`config.mk`:
```
export PLATFORM = sky130hd
export DESIGN_NAME = lba_to_chs_request_builder_flat
export DESIGN_NICKNAME = d
export VERILOG_FILES = /design/src/lba2chs_pkg.sv /design/src/lba2chs_req_if.sv /design/src/lba2chs_rsp_if.sv /design/src/lba2chs_cfg_if.sv /design/src/lba2chs_cell.sv /design/src/lba_to_chs_request_builder.sv /design/src/flat_wrapper.sv
export VERILOG_INCLUDE_DIRS = /design/src /design/src/src
export SDC_FILE = /design/constraint.sdc
export NUM_CORES = 2
export LEC_CHECK = 0
export BUFFER_PORTS_ARGS = -buffer_cell sky130_fd_sc_hd__buf_2
export CORE_MARGIN = 2
export CORE_UTILIZATION = 57
export CTS_BUF_LIST = sky130_fd_sc_hd__clkbuf_4
export CTS_CLUSTER_DIAMETER = 30
export CTS_CLUSTER_SIZE = 24
export DETAILED_ROUTE_END_ITERATION = 8
export PLACE_DENSITY = 0.71
export SYNTH_ARGS = -nofsm -noshare
export SYNTH_HDL_FRONTEND = slang
export SYNTH_SLANG_ARGS = --single-unit
```
`constraint.sdc`:
```
create_clock -name clk -period 349.1 [get_ports clk]
set_clock_uncertainty 0.2 [all_clocks]
set_input_delay 0 -clock clk [delete_from_list [all_inputs] [get_ports clk]]
set_output_delay 0 -clock clk [all_outputs]
set_load 0.05 [all_outputs]
```
`src/lba_to_chs_request_builder_macros.svh`:
```
// ---------------------------------------------------------------------------
// lba_to_chs_request_builder_macros.svh
// Assertion macros shared by the request builder.
// ---------------------------------------------------------------------------
`ifndef LBA_TO_CHS_REQUEST_BUILDER_MACROS_SVH
`define LBA_TO_CHS_REQUEST_BUILDER_MACROS_SVH

// Same-cycle implication, disabled in reset
`define L2C_ASSERT_NOW(label, ante, cons, msg) \
  label: assert property (@(posedge clk) disable iff (!rst_n) (ante) |-> (cons)) \
    else $error(msg);

// Next-cycle implication, disabled in reset
`define L2C_ASSERT_NEXT(label, ante, cons, msg) \
  label: assert property (@(posedge clk) disable iff (!rst_n) (ante) |=> (cons)) \
    else $error(msg);

`endif

```
`src/lba2chs_pkg.sv`:
```
// ---------------------------------------------------------------------------
// lba2chs_pkg
// Widths, register indexes and the pipeline item type of the request builder.
// ---------------------------------------------------------------------------
package lba2chs_pkg;

  localparam int OffW     = 41;
  localparam int LenW     = 32;
  localparam int BlkW     = 32;
  localparam int CntW     = 23;
  localparam int RemW     = 15;
  localparam int HeadW    = 9;
  localparam int SecW     = 6;
  localparam int CfgIdxW  = 3;
  localparam int CfgDataW = 41;
  localparam int CylCells = BlkW;
  localparam int SecCells = RemW;

  typedef enum logic [CfgIdxW-1:0] {
    CFG_HEAD_COUNT  = 3'd0,
    CFG_SECTORS     = 3'd1,
    CFG_PART_START  = 3'd2,
    CFG_EXT_ENABLE  = 3'd3,
    CFG_DISK_BYTES  = 3'd4
  } cfg_idx_t;

  // One item as it moves along the divider cells
  typedef struct packed {
    logic            vld;
    logic            err;
    logic            wr;
    logic [BlkW-1:0] blk;
    logic [CntW-1:0] cnt;
    logic [BlkW-1:0] cyl;
    logic [BlkW-1:0] num;
    logic [RemW-1:0] rem;
  } pipe_t;

endpackage

```
`src/lba2chs_req_if.sv`:
```
// ---------------------------------------------------------------------------
// lba2chs_req_if
// Request channel: byte offset, transfer length and opcode.
// ---------------------------------------------------------------------------
interface lba2chs_req_if;
  import lba2chs_pkg::*;

  logic            valid;
  logic            ready;
  logic [OffW-1:0] byte_offset;
  logic [LenW-1:0] transfer_bytes;
  logic            opcode;

  modport source (output valid, byte_offset, transfer_bytes, opcode, input ready);
  modport sink   (input valid, byte_offset, transfer_bytes, opcode, output ready);
endinterface

```
`src/lba2chs_rsp_if.sv`:
```
// ---------------------------------------------------------------------------
// lba2chs_rsp_if
// Result channel: addressing mode, block number and packed geometry.
// ---------------------------------------------------------------------------
interface lba2chs_rsp_if;
  import lba2chs_pkg::*;

  logic            valid;
  logic            ready;
  logic            range_error;
  logic            packet_mode;
  logic            write_request;
  logic [BlkW-1:0] block_number;
  logic [7:0]      head_number;
  logic [15:0]     cyl_sector_word;
  logic [CntW-1:0] sector_count;

  modport source (output valid, range_error, packet_mode, write_request, block_number,
                  head_number, cyl_sector_word, sector_count, input ready);
  modport sink   (input valid, range_error, packet_mode, write_request, block_number,
                  head_number, cyl_sector_word, sector_count, output ready);
endinterface

```
`src/lba2chs_cfg_if.sv`:
```
// ---------------------------------------------------------------------------
// lba2chs_cfg_if
// Configuration write channel: register index and write data.
// ---------------------------------------------------------------------------
interface lba2chs_cfg_if;
  import lba2chs_pkg::*;

  logic                valid;
  logic                ready;
  logic [CfgIdxW-1:0]  index;
  logic [CfgDataW-1:0] data;

  modport source (output valid, index, data, input ready);
  modport sink   (input valid, index, data, output ready);
endinterface

```
`src/lba2chs_cell.sv`:
```
// ---------------------------------------------------------------------------
// lba2chs_cell
// One restoring division step: shifts one dividend bit into the partial
// remainder, subtracts the divisor if it fits and registers the item.
// ---------------------------------------------------------------------------
module lba2chs_cell (
  input  logic                          clk,
  input  logic                          rst_n,
  input  logic                          adv,
  input  logic [lba2chs_pkg::RemW-1:0]  divisor,
  input  lba2chs_pkg::pipe_t            d_in,
  output lba2chs_pkg::pipe_t            d_out
);
  import lba2chs_pkg::*;

  pipe_t       d_r;
  pipe_t       d_nxt;
  logic [RemW:0] trial;
  logic [RemW:0] diff;
  logic          q;

  // Trial subtract of the divisor from the shifted remainder
  always_comb begin
    trial = {d_in.rem, d_in.num[BlkW-1]};
    diff  = trial - {1'b0, divisor};
    q     = (trial >= {1'b0, divisor});
    d_nxt = d_in;
    d_nxt.rem = q ? diff[RemW-1:0] : trial[RemW-1:0];
    d_nxt.num = {d_in.num[BlkW-2:0], q};
  end

  // Advance the item by one cell
  always_ff @(posedge clk) begin
    if (!rst_n) begin
      d_r.vld <= 1'b0;
    end else if (adv) begin
      d_r <= d_nxt;
    end
  end

  assign d_out = d_r;
endmodule

```
`src/lba_to_chs_request_builder.sv`:
```
// ---------------------------------------------------------------------------
// lba_to_chs_request_builder
// Turns disk byte offsets into block numbers and cylinder/head/sector words.
// ---------------------------------------------------------------------------
// Usage:
//   in_req  : request items (byte offset, length, opcode), valid/ready.
//   out_rsp : result items, one per request, valid/ready.
//   cfg_wr  : register writes (index, data); always ready, write only while idle.
// Each accepted request passes one register for the bounds check and
// block sum, 32 cells dividing the block number by the track size, 15
// cells dividing the remainder by sectors per track, and one output
// register. The whole row of division cells advances together, so an
// item can follow every cycle while the receiver takes results, before
// the items ahead of it have left the row.
// When the receiver stalls with a result waiting, the whole row holds and
// in_req.ready drops until the result is taken. Reset empties the row and the
// output register and loads the registers with 16 heads, 63 sectors, no
// partition offset, extended mode off and a disk size of zero.
// ---------------------------------------------------------------------------
`include "lba_to_chs_request_builder_macros.svh"

module lba_to_chs_request_builder (
  input  logic         clk,
  input  logic         rst_n,
  lba2chs_req_if.sink  in_req,
  lba2chs_rsp_if.source out_rsp,
  lba2chs_cfg_if.sink  cfg_wr
);
  import lba2chs_pkg::*;

  logic [HeadW-1:0]    head_count_r;
  logic [SecW-1:0]     sectors_r;
  logic [BlkW-1:0]     part_start_r;
  logic                ext_enable_r;
  logic [CfgDataW-1:0] disk_bytes_r;
  logic [RemW-1:0]     track_r;
  logic [SecW-1:0]     secs_eff_r;
  logic [HeadW-1:0]    heads_eff;
  logic [SecW-1:0]     secs_eff;
  logic [HeadW+SecW-1:0] track_prod;

  logic  adv;
  logic  in_acc;
  pipe_t ent_r;
  pipe_t cyl_chain [0:CylCells];
  pipe_t sec_chain [0:SecCells];
  pipe_t hand;
  pipe_t fin;

  logic            out_vld_r;
  logic            err_r;
  logic            pkt_r;
  logic            wr_r;
  logic [BlkW-1:0] blk_r;
  logic [7:0]      head_r;
  logic [15:0]     cs_r;
  logic [CntW-1:0] cnt_r;
  logic            pkt_nxt;
  logic [SecW-1:0] sec_nxt;

  // Register writes
  assign cfg_wr.ready = 1'b1;
  always_ff @(posedge clk) begin
    if (!rst_n) begin
      head_count_r <= HeadW'(16);
      sectors_r    <= SecW'(63);
      part_start_r <= '0;
      ext_enable_r <= 1'b0;
      disk_bytes_r <= '0;
    end else if (cfg_wr.valid) begin
      unique case (cfg_idx_t'(cfg_wr.index))
        CFG_HEAD_COUNT: head_count_r <= cfg_wr.data[HeadW-1:0];
        CFG_SECTORS:    sectors_r    <= cfg_wr.data[SecW-1:0];
        CFG_PART_START: part_start_r <= cfg_wr.data[BlkW-1:0];
        CFG_EXT_ENABLE: ext_enable_r <= cfg_wr.data[0];
        CFG_DISK_BYTES: disk_bytes_r <= cfg_wr.data;
        default: ;
      endcase
    end
  end

  // Track size from the geometry, zero counts read as one
  assign heads_eff  = (head_count_r == '0) ? HeadW'(1) : head_count_r;
  assign secs_eff   = (sectors_r == '0) ? SecW'(1) : sectors_r;
  assign track_prod = heads_eff * secs_eff;
  always_ff @(posedge clk) begin
    track_r    <= track_prod[RemW-1:0];
    secs_eff_r <= secs_eff;
  end

  // Whole row advances unless a result is stuck at the output
  assign adv          = !out_vld_r || out_rsp.ready;
  assign in_req.ready = adv;
  assign in_acc       = in_req.valid && adv;

  // Bounds check and block number
  always_ff @(posedge clk) begin
    if (!rst_n) begin
      ent_r.vld <= 1'b0;
    end else if (adv) begin
      ent_r.vld <= in_acc;
      ent_r.err <= (in_req.byte_offset > disk_bytes_r);
      ent_r.wr  <= in_req.opcode;
      ent_r.blk <= in_req.byte_offset[OffW-1:9] + part_start_r;
      ent_r.cnt <= in_req.transfer_bytes[LenW-1:9];
      ent_r.cyl <= '0;
      ent_r.num <= in_req.byte_offset[OffW-1:9] + part_start_r;
      ent_r.rem <= '0;
    end
  end
  assign cyl_chain[0] = ent_r;

  // Cylinder cells: block number over track size
  for (genvar i = 0; i < CylCells; i++) begin : g_cyl
    lba2chs_cell u_cell (
      .clk     (clk),
      .rst_n   (rst_n),
      .adv     (adv),
      .divisor (track_r),
      .d_in    (cyl_chain[i]),
      .d_out   (cyl_chain[i+1])
    );
  end

  // Hand over: keep the cylinder, divide the remainder next
  always_comb begin
    hand     = cyl_chain[CylCells];
    hand.cyl = cyl_chain[CylCells].num;
    hand.num = {cyl_chain[CylCells].rem, (BlkW-RemW)'(0)};
    hand.rem = '0;
  end
  assign sec_chain[0] = hand;

  // Sector cells: remainder over sectors per track
  for (genvar i = 0; i < SecCells; i++) begin : g_sec
    lba2chs_cell u_cell (
      .clk     (clk),
      .rst_n   (rst_n),
      .adv     (adv),
      .divisor ({(RemW-SecW)'(0), secs_eff_r}),
      .d_in    (sec_chain[i]),
      .d_out   (sec_chain[i+1])
    );
  end

  // Pick the addressing mode and pack the result
  assign fin     = sec_chain[SecCells];
  assign pkt_nxt = ext_enable_r && (fin.cyl > BlkW'(1023));
  assign sec_nxt = fin.rem[SecW-1:0] + SecW'(1);

  always_ff @(posedge clk) begin
    if (!rst_n) begin
      out_vld_r <= 1'b0;
    end else if (adv) begin
      out_vld_r <= fin.vld;
    end
  end

  always_ff @(posedge clk) begin
    if (adv) begin
      err_r  <= fin.err;
      pkt_r  <= !fin.err && pkt_nxt;
      wr_r   <= !fin.err && fin.wr;
      blk_r  <= fin.err ? '0 : fin.blk;
      cnt_r  <= fin.err ? '0 : fin.cnt;
      head_r <= (fin.err || pkt_nxt) ? 8'h00 : fin.num[7:0];
      cs_r   <= (fin.err || pkt_nxt) ? 16'h0000 :
                {fin.cyl[7:0], fin.cyl[9:8], sec_nxt};
    end
  end

  assign out_rsp.valid           = out_vld_r;
  assign out_rsp.range_error     = err_r;
  assign out_rsp.packet_mode     = pkt_r;
  assign out_rsp.write_request   = wr_r;
  assign out_rsp.block_number    = blk_r;
  assign out_rsp.head_number     = head_r;
  assign out_rsp.cyl_sector_word = cs_r;
  assign out_rsp.sector_count    = cnt_r;

  // Error results carry nothing else
  `L2C_ASSERT_NOW(a_err_clean, out_vld_r && err_r, !pkt_r && !wr_r && blk_r == '0 && cnt_r == '0, "range error with data")
  // Packet mode leaves the geometry fields clear
  `L2C_ASSERT_NOW(a_pkt_clean, out_vld_r && pkt_r, head_r == 8'h00 && cs_r == 16'h0000, "packet mode with geometry")
  // Sectors are one-based in geometry mode
  `L2C_ASSERT_NOW(a_sec_base, out_vld_r && !err_r && !pkt_r, cs_r[5:0] != 6'd0, "sector zero in geometry mode")
  // A stalled result holds the row
  `L2C_ASSERT_NEXT(a_stall_hold, out_vld_r && !out_rsp.ready, out_vld_r && $stable(blk_r), "result lost under stall")
endmodule
```
`src/flat_wrapper.sv`:
```
// flat-port wrapper written by rule: the top's interface ports become plain ports
module lba_to_chs_request_builder_flat import lba2chs_pkg::*;
  (clk, rst_n, in_req_valid, in_req_byte_offset, in_req_transfer_bytes, in_req_opcode, in_req_ready, out_rsp_valid, out_rsp_range_error, out_rsp_packet_mode, out_rsp_write_request, out_rsp_block_number, out_rsp_head_number, out_rsp_cyl_sector_word, out_rsp_sector_count, out_rsp_ready, cfg_wr_valid, cfg_wr_index, cfg_wr_data, cfg_wr_ready);
  lba2chs_req_if in_req_i ();
  lba2chs_rsp_if out_rsp_i ();
  lba2chs_cfg_if cfg_wr_i ();
  input  logic clk;
  input  logic rst_n;
  input wire logic [$bits(in_req_i.valid)-1:0] in_req_valid;
  input wire logic [$bits(in_req_i.byte_offset)-1:0] in_req_byte_offset;
  input wire logic [$bits(in_req_i.transfer_bytes)-1:0] in_req_transfer_bytes;
  input wire logic [$bits(in_req_i.opcode)-1:0] in_req_opcode;
  output wire logic [$bits(in_req_i.ready)-1:0] in_req_ready;
  output wire logic [$bits(out_rsp_i.valid)-1:0] out_rsp_valid;
  output wire logic [$bits(out_rsp_i.range_error)-1:0] out_rsp_range_error;
  output wire logic [$bits(out_rsp_i.packet_mode)-1:0] out_rsp_packet_mode;
  output wire logic [$bits(out_rsp_i.write_request)-1:0] out_rsp_write_request;
  output wire logic [$bits(out_rsp_i.block_number)-1:0] out_rsp_block_number;
  output wire logic [$bits(out_rsp_i.head_number)-1:0] out_rsp_head_number;
  output wire logic [$bits(out_rsp_i.cyl_sector_word)-1:0] out_rsp_cyl_sector_word;
  output wire logic [$bits(out_rsp_i.sector_count)-1:0] out_rsp_sector_count;
  input wire logic [$bits(out_rsp_i.ready)-1:0] out_rsp_ready;
  input wire logic [$bits(cfg_wr_i.valid)-1:0] cfg_wr_valid;
  input wire logic [$bits(cfg_wr_i.index)-1:0] cfg_wr_index;
  input wire logic [$bits(cfg_wr_i.data)-1:0] cfg_wr_data;
  output wire logic [$bits(cfg_wr_i.ready)-1:0] cfg_wr_ready;
  assign in_req_i.valid = in_req_valid;
  assign in_req_i.byte_offset = in_req_byte_offset;
  assign in_req_i.transfer_bytes = in_req_transfer_bytes;
  assign in_req_i.opcode = in_req_opcode;
  assign in_req_ready = in_req_i.ready;
  assign out_rsp_valid = out_rsp_i.valid;
  assign out_rsp_range_error = out_rsp_i.range_error;
  assign out_rsp_packet_mode = out_rsp_i.packet_mode;
  assign out_rsp_write_request = out_rsp_i.write_request;
  assign out_rsp_block_number = out_rsp_i.block_number;
  assign out_rsp_head_number = out_rsp_i.head_number;
  assign out_rsp_cyl_sector_word = out_rsp_i.cyl_sector_word;
  assign out_rsp_sector_count = out_rsp_i.sector_count;
  assign out_rsp_i.ready = out_rsp_ready;
  assign cfg_wr_i.valid = cfg_wr_valid;
  assign cfg_wr_i.index = cfg_wr_index;
  assign cfg_wr_i.data = cfg_wr_data;
  assign cfg_wr_ready = cfg_wr_i.ready;
  lba_to_chs_request_builder u_core (.clk(clk), .rst_n(rst_n), .in_req(in_req_i), .out_rsp(out_rsp_i), .cfg_wr(cfg_wr_i));
endmodule
```
**After elaboration in Yosys (flattened, before gate mapping)**

Index checks and enable logic that the tools add are counted.

- $add $sub $neg: 49
- Multiply operators: 1
- Order comparisons: 49
- Equal/unequal tests: 4
- Muxes and demuxes: 49
- Reductions and logical operators: 17

Operators with widths:

| cell | count |
|---|---|
| 15-bit 2-to-1 mux | 44 |
| 16-bit by 15-bit greater-or-equal comparator with 1-bit output | 31 |
| 15-bit subtractor | 31 |
| 16-bit by 6-bit greater-or-equal comparator with 1-bit output | 14 |
| 15-bit by 6-bit subtractor with 15-bit output | 13 |
| 41-bit greater-than comparator | 1 |
| 32-bit adder | 1 |
| 32-bit by 10-bit greater-than comparator with 1-bit output, second input constant | 1 |
| 1-bit by 15-bit greater-or-equal comparator with 1-bit output | 1 |
| 9-bit by 6-bit multiplier with 15-bit output | 1 |
| 1-bit by 15-bit subtractor with 15-bit output | 1 |
| 6-bit 2-to-1 mux | 2 |
| 2-bit AND reduction | 6 |
| 9-bit logical NOT | 1 |
| 9-bit 2-to-1 mux | 1 |
| 1-bit by 6-bit subtractor with 7-bit output | 1 |
| 6-bit by 1-bit adder with 6-bit output, second input constant | 1 |
| 3-bit by 2-bit == test with 1-bit output, second input constant | 2 |
| 1-bit by 6-bit greater-or-equal comparator with 1-bit output | 1 |
| 6-bit logical NOT | 1 |
| 6-bit subtractor | 1 |
| 1-bit logical AND | 4 |
| 3-bit by 1-bit == test with 1-bit output, second input constant | 1 |
| 3-bit == test, second input constant | 1 |
| 4 further kinds | 7 |

- Bits in registers: 5387
- Bits of input ports: 123
- Output and inout port bits: 85
- Logic and storage cells: 535

**Depth between registers and ports, before layout**

- Depth in word-level cells: 3
- Mapped depth: 17
- Depth with buffers taken out: 17

**Cells and area by module**

A second synthesis with hierarchy kept.

- Cells, all modules: 14101
- Area total of the unflattened synthesis: 255189.7 um^2

Modules (own cells, without submodules):

| module | instances | cells an instance | area each (um^2) | seq. area each (um^2) |
|---|---|---|---|---|
| lba2chs_cell (u_core.g_cyl[20].u_cell ...) | 26 | 269 | 5131.2 | 4103.9 |
| lba2chs_cell (u_core.g_cyl[0].u_cell ...) | 20 | 279 | 5176.2 | 4103.9 |
| lba_to_chs_request_builder | 1 | 1255 | 13062.5 | 6416.2 |
| lba2chs_cell (u_core.g_sec[10].u_cell) | 1 | 272 | 5192.5 | 4103.9 |

**Worst setup path before layout**

OpenSTA, ideal clock, no wires.

- Kind: register -> register
- Start: reg u_core.out_vld_r (netlist: u_core.out_rsp.valid)
- End: reg u_core.ent_r (netlist bit u_core.cyl_chain[4463]) (enable)
- Library setup time: 5.575 ns
- Arrival time: 105.721 ns
- Data required time: 343.325 ns
- Slack: 237.603 ns
- Cell stages (with the launch flop): 6
- Path buffers: 2
- Clock period less this slack: 111.497 ns
- Cells stage by stage: dfxtp_1 > nor2b_1 > clkbuf_1 > inv_2 > clkbuf_1 > and2_1

- Longest elaborated chain between the ends: 3

Ends and longest elaborated chain:

| what | line | source |
|---|---|---|
| from (decl) | lba_to_chs_request_builder.sv:50 | `logic out_vld_r;` |
| from (signal assigned) | lba_to_chs_request_builder.sv:155 | `out_vld_r <= fin.vld;` |
| 1-bit logical NOT | lba_to_chs_request_builder.sv:92 | `assign adv = !out_vld_r \|\| out_rsp.ready;` |
| 1-bit logical OR | lba_to_chs_request_builder.sv:92 |  |
| via in_req_ready | flat_wrapper.sv:13 | `output wire logic [$bits(in_req_i.ready)-1:0] in_req_ready;` |
| 2-bit AND reduction (no source line) | - |  |
| to (decl) | lba_to_chs_request_builder.sv:44 | `pipe_t ent_r;` |

The timed path passes the listed nets, and every way through them passes these cells.
A chain may end at the register's enable or synchronous reset.

**Final worst setup path**

- Start: reg u_core.out_vld_r (netlist: u_core.out_rsp.valid)
- End: reg u_core.g_sec[3].u_cell.d_r (netlist bit u_core.g_sec[3].u_cell.d_out[4]) (enable)

- Longest elaborated chain between the ends: 3

Ends and longest elaborated chain:

| what | line | source |
|---|---|---|
| 1-bit logical NOT | lba_to_chs_request_builder.sv:92 |  |
| 1-bit logical OR | lba_to_chs_request_builder.sv:92 |  |
| 2-bit AND reduction (no source line) | - |  |
| to (signal assigned) | lba2chs_cell.sv:37 | `d_r <= d_nxt;` |
| to (decl) | lba2chs_cell.sv:16 | `pipe_t d_r;` |

No other way between the ends.

==> summary.txt <==
Status
  – Outcome: finished clean

Placement
  – Placed Cells: 15100
  – DP HPWL: 171 mm
  – Buffers on Ports: 197
  – Final GP Congestion: 0.888

STA
  – Max Slew Vio Count: 0
  – Hold Vio Cnt, Final: 0
  – Tmin final: 10280 ps
  – Crit share post-route: 0.0294
  – Tightest hold margin: 176 ps
  – Slew @ Worst Pin: 1210 ps
  – RSZ-0062 raised after global routing: false
  – Final setup violation count: 0
  – Max Fclk: 97.3 MHz
  – Setup TNS: 0 ps
  – Slew headroom: 0.194

Setup path
  – Buf/Inv on CP: 11
  – Crit. End Element: register
  – Most used cell, CP: buf_4
  – WP data arrival: 11220 ps
  – Internal reg-to-reg setup slack: 338830 ps
  – Max FO, Critical Path: 185
  – CP top delay family: buffers and inverters
  – CP Class: register to register
  – Critical-path top delay cell: buf_4
  – Req. time, crit path: 350050 ps
  – CP max stage delay: 970 ps
  – Crit path cell chain: nor2b_4 -> buf_12 -> inv_6 -> and2_4 -> buf_4 -> buf_12 -> buf_4 -> buf_4 -> buf_4 -> buf_4 -> buf_4 -> buf_4 -> buf_4
  – Crit path launch type: register

Route
  – Final wirelength: 295 mm
  – Via count: 92200
  – Drt initial violations: 6855
  – DR WL met3: 14.9 mm
  – Metal1 wirelength: 124 mm
  – Met2 WL: 143 mm
  – Routed Antenna Nets: 0
  – Wire per inst: 17.2 microns
  – Drt drc: 0
  – First-pass iteration count of the detailed router: 8
  – Highest Signal Layer: met5
  – Vias/cell: 5.39

Layout
  – Final Non-Filler Cells: 17100
  – Final Net Count: 13000
  – Core Util, Final: 0.650
  – Final-layout fill cell count: 21600
  – Commonest non-fill, non-tap cells in the layout: edfxtp_1, clkbuf_4, ha_1
  – Share of cells above drive strength 1: 0.152
  – Most common cell after layout, fill and taps aside: edfxtp_1
  – Area growth syn-to-layout: 13.7%

Synth
  – Post-synth EDFFs: 4655
  – Synth cell types: 92
  – Async set-reset flop share out of synthesis: 0
  – Synth Flop Type: edfxtp_1
  – Syn Std Cell Area: 183000 sq um
  – Sequential cell area fraction in the yosys report: 0.781
  – Cells after synthesis: 10700
  – Syn Area/Cell: 17.1 sq um
  – Synth Net Count: 11500
  – #FFs+latches synth: 4814
  – Yosys warns: 0

Floorplan
  – Die width: 571 microns
  – Initial Util: 0.572
  – Vert. Die Dim: 571 microns
  – # IOs: 208
  – Core area: 320000 sq um
  – Placement Rows: 208
  – Die area: 326000 sq um

CTS
  – Clk root buf: clkbuf_4
  – H-tree depth: 6
  – # resized after CTS: 0
  – CTS max path bufs: 4
  – TritonCTS buffer count: 769
  – Worst skew pair latency: 1570 ps
  – CTS tree: built
  – Reg clk slew, reported paths: 130 ps
  – # clock sinks: 4814

Global routing
  – Overall Global Routing Usage: 0.178
  – Total congestion overflow: 0
  – Antenna violations before repair: 13
  – Number of global-route vias before repair: 92400
  – First-pass GRT wire length: 468 mm
  – Largest net degree at the start of global routing: 220

Power
  – Power Total: 1.61 mW
  – Power Dens Cells: 7.73 nW/um^2
  – Worst vdd ir: 0.00000375 V
  – P_leak: 75.1 nW

Worst hold path
  – Hold WC Path Type: register to register

Flow run
  – Max-cap violations: 0
-- worst register-to-register path, stage by stage, from the launching register on --
cell and delay (ps):
dfxtp_1 340, nor2b_4 140, buf_12 170, inv_6 290, and2_4 840, buf_4 890, buf_12 690, buf_4 990
buf_4 840, buf_4 820, buf_4 890, buf_4 800, buf_4 1000, buf_4 900
-- where the power goes --
group          switching (mW)  total, mW  internal, mW
clock                   0.218      0.438         0.220
sequential             0.0275      0.751         0.724
combinational           0.235      0.420         0.185
total                   0.481       1.61          1.13
-- final cells by class --
type	instances	area, sq um	share of cell area
diodes	17	42.5	0.000204
flip-flops and latches	4814	143000	0.686
well taps	4305	5390	0.0259
clock buffers	836	6280	0.0301
inverters	411	1550	0.00743
multi-input cells	5314	38100	0.183
clock inverters	605	7090	0.0341
repair buffers	798	6880	0.0330
-- stage by stage --
stage               cell area [sq um]  setup WS, ps
floorplan                      183000        237600
global placement               190000        338980
detailed placement             190000        338780
CTS                            208000        338710
global route                   208000        337850
finish                         208000        338830
-- path summary, 6_finish.rpt --
kind                            depth (start not counted)                              start                                 to
worst max register to register                         13               u_core.out_rsp.valid    u_core.g_sec[3].u_cell.d_out[4]
worst max-delay path                                   13               u_core.out_rsp.valid    u_core.g_sec[3].u_cell.d_out[4]
worst min register to register                          0  u_core.g_sec[1].u_cell.d_out[127]  u_core.g_sec[2].u_cell.d_out[127]
worst min-delay path                                    0  u_core.g_sec[1].u_cell.d_out[127]  u_core.g_sec[2].u_cell.d_out[127]
-- state kept, by name (all words and copies together), names as in the netlist, 6 cells and up --
name	cells
u_core.g_cyl.u_cell.d_out	2864
u_core.sectors_r	6
u_core.disk_bytes_r	41
u_core.out_rsp.block_number	32
u_core.secs_eff_r	6
u_core.part_start_r	32
u_core.out_rsp.head_number	8
u_core.cyl_chain	58
u_core.head_count_r	9
u_core.track_r	15
u_core.g_sec.u_cell.d_out	1699
u_core.out_rsp.sector_count	23
u_core.out_rsp.cyl_sector_word	16
-- cell usage after synthesis (all sizes together), types with 159 or more instances --
cell type | number | area share
xnor2 | 281 | 0.013
edfxtp | 4655 | 0.76
a21boi | 166 | 0.0068
mux2 | 199 | 0.012
nor2 | 546 | 0.011
inv | 409 | 0.0084
xor2 | 196 | 0.0094
ha | 650 | 0.044
nor2b | 195 | 0.0067
nand2 | 599 | 0.012
a21o | 173 | 0.0071
a21oi | 618 | 0.017
o21ai | 376 | 0.010
dfxtp | 159 | 0.017
-- metal layers --
layer / vias up / global-route usage
li1: 44400 / -
met1: 44300 / 0.228
met2: 2556 / 0.296
met3: 923 / 0.0331
met4: 10 / 0.0853
met5: - / 0
-- cell families (layout without fill, tap and decap cells) --
family	Yosys count	after routing	synth area share
DFF	4814	4814	0.781
and+or+nand+nor	2038	2038	0.0537
AOI/OAI and AO/OA	1826	1826	0.0631
adders and majority gates	725	725	0.0526
buffers and inverters	572	2650	0.0120
xor gates and xnor gates	477	477	0.0228
muxes	247	247	0.0150
other	1	18	0.0000205
-- repair_timing --
action                                  CTS  global route
endpoints found under the setup margin    0             0
hold buffers                            499             0
endpoints found under the hold margin   809             0
buffers inserted                          0             0
(Power assumes the default switching activity.)
